[config.mk]
export PLATFORM = sky130hd
export DESIGN_NAME = multichannel_ewma_filter_top
export DESIGN_NICKNAME = d
export VERILOG_FILES = /design/src/mewma_pkg.sv /design/src/mewma_cfg.sv /design/src/mewma_store.sv /design/src/mewma_update.sv /design/src/multichannel_ewma_filter_top.sv
export SDC_FILE = /design/constraint.sdc
export NUM_CORES = 2
export LEC_CHECK = 0
export BUFFER_PORTS_ARGS = -buffer_cell sky130_fd_sc_hd__buf_2
export CAP_MARGIN = 25
export CORE_MARGIN = 3
export CORE_UTILIZATION = 58
export DETAILED_ROUTE_END_ITERATION = 8
export PLACE_DENSITY_LB_ADDON = 0.25
export SLEW_MARGIN = 20
export SYNTH_ARGS = -nofsm -noshare
export SYNTH_HDL_FRONTEND = slang
export SYNTH_SLANG_ARGS = --single-unit
[constraint.sdc]
create_clock -name clk -period 10.99 [get_ports clk]
set_input_delay 2.198 -clock clk [delete_from_list [all_inputs] [get_ports clk]]
set_output_delay 2.198 -clock clk [all_outputs]
set_load 0.02 [all_outputs]
[src/mewma_pkg.sv]
package mewma_pkg;

    localparam int CHANNELS   = 8;
    localparam int CH_IDX_W   = (CHANNELS > 1) ? $clog2(CHANNELS) : 1;
    localparam int CH_W       = 8;
    localparam int SAMPLE_W   = 32;
    localparam int GAIN_W     = 16;
    localparam int MODE_W     = 2;
    localparam int APB_ADDR_W = 3;
    localparam int APB_DATA_W = 32;

    localparam logic [MODE_W-1:0] MODE_FAST  = 2'd0;
    localparam logic [MODE_W-1:0] MODE_SLOW  = 2'd1;
    localparam logic [MODE_W-1:0] MODE_CLEAR = 2'd2;

    // register index, taken from paddr[2]
    localparam logic REG_FAST_GAIN = 1'b0;
    localparam logic REG_SLOW_GAIN = 1'b1;

    localparam logic [GAIN_W-1:0] FAST_GAIN_RST = 16'd6554;
    localparam logic [GAIN_W-1:0] SLOW_GAIN_RST = 16'd2182;

    typedef struct packed {
        logic [GAIN_W-1:0] fast;
        logic [GAIN_W-1:0] slow;
    } mewma_gains_t;

    typedef struct packed {
        logic                en;
        logic [CH_IDX_W-1:0] idx;
        logic [SAMPLE_W-1:0] data;
    } mewma_wr_t;

endpackage

[src/mewma_cfg.sv]
module mewma_cfg (
    input  logic                            clk,
    input  logic                            rst_n,
    input  logic                            psel,
    input  logic                            penable,
    input  logic                            pwrite,
    input  logic [mewma_pkg::APB_ADDR_W-1:0] paddr,
    input  logic [mewma_pkg::APB_DATA_W-1:0] pwdata,
    output logic [mewma_pkg::APB_DATA_W-1:0] prdata,
    output logic                            pready,
    output mewma_pkg::mewma_gains_t         gains
);
    import mewma_pkg::*;

    mewma_gains_t gains_reg;
    mewma_gains_t gains_next;
    logic         wr_en;

    assign pready = 1'b1;
    assign wr_en  = psel && penable && pwrite;

    always_comb
    begin
        gains_next = gains_reg;
        if (wr_en)
        begin
            unique case (paddr[2])
                REG_FAST_GAIN: gains_next.fast = pwdata[GAIN_W-1:0];
                REG_SLOW_GAIN: gains_next.slow = pwdata[GAIN_W-1:0];
                default:       gains_next = gains_reg;
            endcase
        end
    end

    always_ff @(posedge clk or negedge rst_n)
    begin
        if (!rst_n)
        begin
            gains_reg.fast <= FAST_GAIN_RST;
            gains_reg.slow <= SLOW_GAIN_RST;
        end
        else
        begin
            gains_reg <= gains_next;
        end
    end

    always_comb
    begin
        unique case (paddr[2])
            REG_FAST_GAIN: prdata = APB_DATA_W'(gains_reg.fast);
            REG_SLOW_GAIN: prdata = APB_DATA_W'(gains_reg.slow);
            default:       prdata = '0;
        endcase
    end

    assign gains = gains_reg;

endmodule

[src/mewma_store.sv]
module mewma_store (
    input  logic                                clk,
    input  logic                                rst_n,
    input  logic [mewma_pkg::CH_IDX_W-1:0]      rd_idx,
    output logic signed [mewma_pkg::SAMPLE_W-1:0] rd_data,
    input  mewma_pkg::mewma_wr_t                wr
);
    import mewma_pkg::*;

    logic [SAMPLE_W-1:0] smoothed_reg [CHANNELS];

    always_ff @(posedge clk or negedge rst_n)
    begin
        if (!rst_n)
        begin
            for (int i = 0; i < CHANNELS; i++)
            begin
                smoothed_reg[i] <= '0;
            end
        end
        else if (wr.en)
        begin
            smoothed_reg[wr.idx] <= wr.data;
        end
    end

    assign rd_data = $signed(smoothed_reg[rd_idx]);

endmodule

[src/mewma_update.sv]
module mewma_update (
    input  logic signed [mewma_pkg::SAMPLE_W-1:0] sample,
    input  logic [mewma_pkg::CH_W-1:0]            channel,
    input  logic [mewma_pkg::MODE_W-1:0]          mode,
    input  logic signed [mewma_pkg::SAMPLE_W-1:0] smoothed,
    input  mewma_pkg::mewma_gains_t               gains,
    output logic signed [mewma_pkg::SAMPLE_W-1:0] result,
    output mewma_pkg::mewma_wr_t                  wr
);
    import mewma_pkg::*;

    logic                          in_range;
    logic [GAIN_W-1:0]             gain;
    logic signed [SAMPLE_W:0]      diff;
    logic signed [GAIN_W:0]        gain_s;
    logic signed [SAMPLE_W+GAIN_W+1:0] prod;
    logic [SAMPLE_W-1:0]           upd;

    always_comb
    begin
        in_range = {1'b0, channel} < (CH_W+1)'(CHANNELS);
        // unused mode code behaves as slow
        gain     = (mode == MODE_FAST) ? gains.fast : gains.slow;
        gain_s   = $signed({1'b0, gain});
        diff     = {sample[SAMPLE_W-1], sample} - {smoothed[SAMPLE_W-1], smoothed};
        prod     = diff * gain_s;
        // arithmetic shift by 16 is a floor; only the low word of the sum matters
        upd      = smoothed + prod[SAMPLE_W+GAIN_W-1:GAIN_W];

        result   = sample;
        wr.en    = in_range;
        wr.idx   = channel[CH_IDX_W-1:0];
        wr.data  = '0;
        if (in_range && (mode != MODE_CLEAR))
        begin
            result  = $signed(upd);
            wr.data = upd;
        end
    end

endmodule

[src/multichannel_ewma_filter_top.sv]
// Multichannel EWMA filter. Each request carries a Q16.16 sample, a channel and a
// mode; the block returns one filtered value per request, s + floor((x - s) * gain
// / 2^16) for fast or slow mode, or the sample itself on clear or on a channel at
// or above CHANNELS. One request is taken every clock cycle unless the output stalls;
// a result passes the input register, then the result register, with a single subtract,
// a 33 x 17 multiply and an add between them. The per-channel store is read and written
// in the input-register stage, so consecutive requests to one channel run at full rate.
// Reset clears the store at once; no clearing pass is needed. Gains are written over APB
// at 0x0 (fast) and 0x4 (slow) only while the block is idle: a user rule, not enforced.
module multichannel_ewma_filter_top (
    input  logic                                  clk,
    input  logic                                  rst_n,
    input  logic                                  psel,
    input  logic                                  penable,
    input  logic                                  pwrite,
    input  logic [mewma_pkg::APB_ADDR_W-1:0]      paddr,
    input  logic [mewma_pkg::APB_DATA_W-1:0]      pwdata,
    output logic [mewma_pkg::APB_DATA_W-1:0]      prdata,
    output logic                                  pready,
    input  logic                                  sample_valid,
    output logic                                  sample_ready,
    input  logic signed [mewma_pkg::SAMPLE_W-1:0] sample,
    input  logic [mewma_pkg::CH_W-1:0]            channel,
    input  logic [mewma_pkg::MODE_W-1:0]          mode,
    output logic                                  filtered_valid,
    input  logic                                  filtered_ready,
    output logic signed [mewma_pkg::SAMPLE_W-1:0] filtered
);
    import mewma_pkg::*;

    mewma_gains_t               gains;
    mewma_wr_t                  upd_wr;
    mewma_wr_t                  store_wr;
    logic signed [SAMPLE_W-1:0] smoothed;
    logic signed [SAMPLE_W-1:0] result;

    logic                       s1_valid_reg;
    logic signed [SAMPLE_W-1:0] s1_sample_reg;
    logic [CH_W-1:0]            s1_channel_reg;
    logic [MODE_W-1:0]          s1_mode_reg;
    logic                       out_valid_reg;
    logic signed [SAMPLE_W-1:0] out_data_reg;

    logic                       out_free;
    logic                       s1_adv;
    logic                       in_take;

    assign out_free     = !out_valid_reg || filtered_ready;
    assign s1_adv       = s1_valid_reg && out_free;
    assign sample_ready = !s1_valid_reg || out_free;
    assign in_take      = sample_valid && sample_ready;

    mewma_cfg u_cfg (
        .clk     (clk),
        .rst_n   (rst_n),
        .psel    (psel),
        .penable (penable),
        .pwrite  (pwrite),
        .paddr   (paddr),
        .pwdata  (pwdata),
        .prdata  (prdata),
        .pready  (pready),
        .gains   (gains)
    );

    mewma_store u_store (
        .clk     (clk),
        .rst_n   (rst_n),
        .rd_idx  (s1_channel_reg[CH_IDX_W-1:0]),
        .rd_data (smoothed),
        .wr      (store_wr)
    );

    mewma_update u_update (
        .sample   (s1_sample_reg),
        .channel  (s1_channel_reg),
        .mode     (s1_mode_reg),
        .smoothed (smoothed),
        .gains    (gains),
        .result   (result),
        .wr       (upd_wr)
    );

    always_comb
    begin
        store_wr    = upd_wr;
        store_wr.en = upd_wr.en && s1_adv;
    end

    always_ff @(posedge clk or negedge rst_n)
    begin
        if (!rst_n)
        begin
            s1_valid_reg  <= 1'b0;
            out_valid_reg <= 1'b0;
        end
        else
        begin
            if (sample_ready)
            begin
                s1_valid_reg <= sample_valid;
            end
            if (out_free)
            begin
                out_valid_reg <= s1_valid_reg;
            end
        end
    end

    always_ff @(posedge clk)
    begin
        if (in_take)
        begin
            s1_sample_reg  <= sample;
            s1_channel_reg <= channel;
            s1_mode_reg    <= mode;
        end
        if (s1_adv)
        begin
            out_data_reg <= result;
        end
    end

    assign filtered_valid = out_valid_reg;
    assign filtered       = out_data_reg;

endmodule

# After elaboration in Yosys (flattened, before gate mapping)
# Index checks and enable logic that the tools add are counted.
# classes
n_lt_le_gt_ge	3
eq_ne	1
multipliers	1
n_mux	10
addsub	2
reduce_logical	14
bitwise	2
# ops
op	n
256-bit bitwise mux	1
32-bit 2-to-1 mux	5
32-bit binary-select mux with 3-bit select	1
32-bit demux with 3-bit select	1
32-bit one-hot mux with 2 select lines	1
33-bit by 17-bit multiplier with 48-bit output	1
32-bit by 32-bit subtractor with 33-bit output	1
32-bit adder	1
16-bit 2-to-1 mux	1
8-bit by 4-bit < comparator with 1-bit output, second input constant	1
1-bit logical AND	7
4-bit >= comparator, second input constant	1
4-bit by 1-bit < comparator with 1-bit output, second input constant	1
3-bit inverter with 4-bit output	1
2-bit AND reduction	2
1-bit logical NOT	2
2-bit logical NOT	1
1-bit logical OR	2
2-bit != test, second input constant	1
1-bit inverter	1
# word_totals
wordCells	49
regBits	364
output_inout_bits	67

# Depth between registers and ports, before layout
# logic_depth
ltp_word	9
ltp_mapped	55
ltp_nobuf	51

# By module
# A second synthesis with hierarchy kept.
# unflattened
hier_cells	3503
hier_area_um2	37364.6
# by_module_without_submodules
mod	seq_area_each_um2	area_per_inst_um2	instances	cells_each
mewma_update	0.0	21780.9	1	2650
mewma_store	6406.1	11639.9	1	665
multichannel_ewma_filter_top	2272.2	2332.2	1	83
mewma_cfg	814.5	1611.5	1	105

# Worst setup path before layout
# OpenSTA, ideal clock, no wires.
# synth_timing
kind	register -> register
from	reg s1_channel_reg[1]
to	reg out_data_reg[31] (netlist: filtered[31]) (data pin)
stages_incl_launch_ff	49
arrival_ps	11719
synth_period_minus_slack_ps	11992
t_required_ps	10717
n_path_buf	5
setup_time_ps	273
slack_ps	-1002
path_cell_list	edfxtp_1 -> clkbuf_1 -> inv_1 -> nor3b_1 -> clkbuf_1 -> clkbuf_1 -> a22oi_1 -> and4_1 -> ha_1 -> clkbuf_1 -> a2111o_1 -> nor2_1 -> a21oi_1 -> a21o_1 -> a21o_1 -> a21o_1 -> a21o_1 -> xor2_1 -> [13 not listed] -> or3b_4 -> a31oi_1 -> o311ai_1 -> o31a_1 -> a31oi_1 -> o21ai_1 -> a211oi_1 -> xnor2_1 -> ha_1 -> a21o_1 -> a21o_1 -> a21oi_1 -> and3b_1 -> a21oi_1 -> xnor2_1 -> xnor2_2 -> xnor2_2 -> o21ai_1
# synth_via
elab_chain_len	8
elab_cells_between_ends	10
# synth_lines
element	line_no	text
from (decl)	multichannel_ewma_filter_top.sv:39	logic [CH_W-1:0] s1_channel_reg;
from (signal assigned)	multichannel_ewma_filter_top.sv:115	s1_channel_reg <= channel;
3-bit inverter with 4-bit output (not written as such)	mewma_store.sv:27	assign rd_data = $signed(smoothed_reg[rd_idx]);
32-bit binary-select mux with 3-bit select	mewma_store.sv:27	
32-bit 2-to-1 mux (not written as such) (2 in a row)	mewma_store.sv:27	
32-bit by 32-bit subtractor with 33-bit output	mewma_update.sv:25	diff = {sample[SAMPLE_W-1], sample} - {smoothed[SAMPLE_W-1], smoothed};
33-bit by 17-bit multiplier with 48-bit output	mewma_update.sv:26	prod = diff * gain_s;
32-bit adder	mewma_update.sv:28	upd = smoothed + prod[SAMPLE_W+GAIN_W-1:GAIN_W];
32-bit 2-to-1 mux (*)	mewma_update.sv:34	if (in_range && (mode != MODE_CLEAR))
via result[31]	multichannel_ewma_filter_top.sv:35	logic signed [SAMPLE_W-1:0] result;
to (signal assigned)	multichannel_ewma_filter_top.sv:120	out_data_reg <= result;
to (decl)	multichannel_ewma_filter_top.sv:42	logic signed [SAMPLE_W-1:0] out_data_reg;
# Mark *: on every way through the listed nets, which the timed path passes. The rest lies on a longest branch. The select of a mux whose other input is x is not followed.
# A chain may end at the register's enable or synchronous reset.

# Worst setup path after layout
# layout_timing
from	reg s1_channel_reg[2]
to	reg u_store.smoothed_reg[223] in the netlist's numbering
# layout_via
elab_chain_len	9
elab_cells_between_ends	17
# layout_lines
element	line_no	text
3-bit inverter with 4-bit output (not written as such)	mewma_store.sv:23, mewma_store.sv:27	
32-bit binary-select mux with 3-bit select	mewma_store.sv:27	
32-bit 2-to-1 mux (not written as such) (2 in a row)	mewma_store.sv:27	
32-bit by 32-bit subtractor with 33-bit output	mewma_update.sv:25	
33-bit by 17-bit multiplier with 48-bit output	mewma_update.sv:26	
32-bit adder	mewma_update.sv:28	
32-bit 2-to-1 mux	mewma_update.sv:34	
256-bit bitwise mux	mewma_store.sv:23	smoothed_reg[wr.idx] <= wr.data;
to (signal, indexed assignment)	mewma_store.sv:23	
to (decl)	mewma_store.sv:10	logic [SAMPLE_W-1:0] smoothed_reg [CHANNELS];
# Parallel ways exist; a longest one is shown, timed or not. The select of a mux whose other input is x is not followed.

==> results.json <==
{
  "ys_ff_latch": 364,
  "core_area_um2": 61800,
  "tns_ns": -30.87,
  "ys_types": 81,
  "die_area_um2": 65700,
  "grt_max_degree": 175,
  "min_path_type": "flip-flop to flip-flop",
  "grt_usage_pct": 32.3,
  "overflow": 0,
  "io_pins": 151,
  "worstSetupEndpointType": "flip-flop",
  "detail_route.iter0.violations": 2588,
  "initial_core_util_pct": 58.8,
  "die_y_um": 256,
  "largest_reg_flops": 256,
  "die_w_um": 256,
  "yosysSeqAreaShare_pct": 26.1,
  "area_growth_pct": 23.2,
  "gp_congestion": 0.948,
  "setup_violations": 100,
  "max-slew-margin-rel_pct": 21.2,
  "grt_pass1_wl_um": 167000,
  "synth_area_um2": 36300,
  "ant_nets": 0,
  "slowest_stage": "fa_1",
  "violations": "negative setup slack",
  "insertion_delay_ns": 0.59,
  "fin_crit_sh_pct": 106,
  "syn_inst": 3896,
  "cp_common_cell": "fa_1",
  "tightest_slew_ns": 1.15,
  "clockBufferDepth": 3,
  "whs_ns": 0.474,
  "synth_edf_count": 74,
  "synth_top_area_share_pct": 27.1,
  "synth_common_cells": "inv_1, nand2_1, fa_1, nor2_1, dfrtp_1",
  "dp_slack_ns": -0.759,
  "final_cells": 5305,
  "maxCapViolCount": 0,
  "status": "complete, but fails checks",
  "synthArstFlopShare_pct": 79.7,
  "clkTransAtPathRegs_ns": 0.06,
  "cp_slowest_stage_delay_ns": 0.58,
  "dp_cells": 5157,
  "io_buffers": 115,
  "synth_area_leader_cell": "fa_1",
  "cts.sinks": 364,
  "worst-setup-path-type": "flip-flop to flip-flop",
  "fmax_ghz": 0.0861,
  "post-route-drc-count": 0,
  "synth_warnings": 0,
  "worst_slack_ns": -0.622,
  "cts_root_buf": "clkbuf_16",
  "rows": 91,
  "layout-drive-gt1-share_pct": 25.9,
  "ctsHtreeMaxLevel": 2,
  "antenna_found_initial": 0,
  "slew_viol_final": 0,
  "final-hold-violation-count": 0,
  "drtPass1Iterations": 6,
  "wire_per_inst_um": 20.2,
  "fin_skew_ns": 0.0262,
  "route.vias.total": 30500,
  "vias_per_cell": 5.75,
  "drt_wl_total_um": 107000,
  "layout_min_cycle_time_ns": 11.61,
  "dpl.hpwl_um": 78800,
  "synth.most_common_cell": "inv_1",
  "synth-main-ff-cell": "dfrtp_1",
  "grt_pass1_vias": 31100,
  "arrival_ns": 12.09,
  "nets": 5190,
  "rsz0062_at_grt": "true",
  "yosys-top-cells-area": "fa_1, dfrtp_1, inv_1",
  "critical_path.max_fanout": 8,
  "hold_buffers": 0,
  "syn_avg_cell_area_um2": 9.32,
  "cts_tree": "yes",
  "start_kind": "flip-flop",
  "cts_made_buffers": 40,
  "cp.required_ns": 11.47
}
cell usage in the layout, fill, tap and decap left out, drive strengths merged, types with 24 or more instances in the layout:
cell    instances
a21oi          69
nand2         587
buf           699
dfrtp         279
fa            491
a31oi          25
xnor2          76
nor3           34
nand4          27
mux2           86
edfxtp         74
o21ai         234
xor2           40
ha            180
inv           625
nor2          305
a22oi          88
nand2b         33
nand3          29
a22o           24
o31ai          86
clkbuf         58
a21o           51
metal layers:
metal / global-route usage [%] / up-vias / wire, um / share of wire [%]
met3: 6.70 / 288 / 9790 / 9.1
met1: 43.7 / 15100 / 42600 / 40
met4: 11.4 / 0 / 4300 / 4.0
li1: - / 13700 / - / -
met2: 52.3 / 1413 / 50600 / 47
met5: 0 / - / 0 / 0
stage by stage:
stage               area, um^2  util, %
global placement         41500     67.1
finish                   44800     72.4
global route             44800     72.4
floorplan                36800        -
CTS                      44000     71.1
detailed placement       41500     67.1
repair_timing:
item | CTS | global route
gates resized for setup | 189 | 155
pin swaps | 133 | 102
endpoints found under the setup margin | 180 | 197
cloned | 1 | 0
setup buffers | 46 | 27
layout make-up:
cell class                      instances  area (um^2)
Clock buffer                           58         1160
Fill cell                            4394        17100
Antenna cell                            1         2.50
Tap cell                              837         1050
Timing Repair Buffer                  700         5360
Clock inverter                         16          143
Inverter                              623         2340
Sequential cell                       364         9490
Multi-Input combinational cell       2706        25200
critical path: cells and delay by family, from the launching register on:
family | cells | cell delay, ns
xor+xnor | 4 | 0.63
simple gates | 9 | 1.62
buf+inv | 9 | 1.09
compound gates | 20 | 3.74
flops | 1 | 0.42
fa+ha+maj | 9 | 3.99
path summary, 6_finish.rpt:
kind / slack (ns) / depth (start not counted) / startpoint / to
max: -0.62 / 51 / s1_channel_reg[2] / u_store.smoothed_reg[223]
min: 0.47 / 2 / u_store.smoothed_reg[117] / u_store.smoothed_reg[117]
max reg2reg: -0.62 / 51 / s1_channel_reg[2] / u_store.smoothed_reg[223]
min reg2reg: 0.47 / 2 / u_store.smoothed_reg[117] / u_store.smoothed_reg[117]
max in group asynchronous: 7.80 / 2 / rst_n / u_store.smoothed_reg[102]
min in group asynchronous: 1.68 / 1 / rst_n / u_store.smoothed_reg[248]
logic make-up after synthesis:
logic type	count (synthesis)	synth area share (%)
mux	107	3.24
flops	364	26.1
fa+ha+maj	671	33.3
compound gates	685	12.6
simple gates	1110	13.0
other cells	2	0.0207
xor+xnor	116	2.84
buf+inv	841	8.88
Power is not shown: default switching activity piles up to over one toggle a cycle in this logic, so the estimate is an artifact.
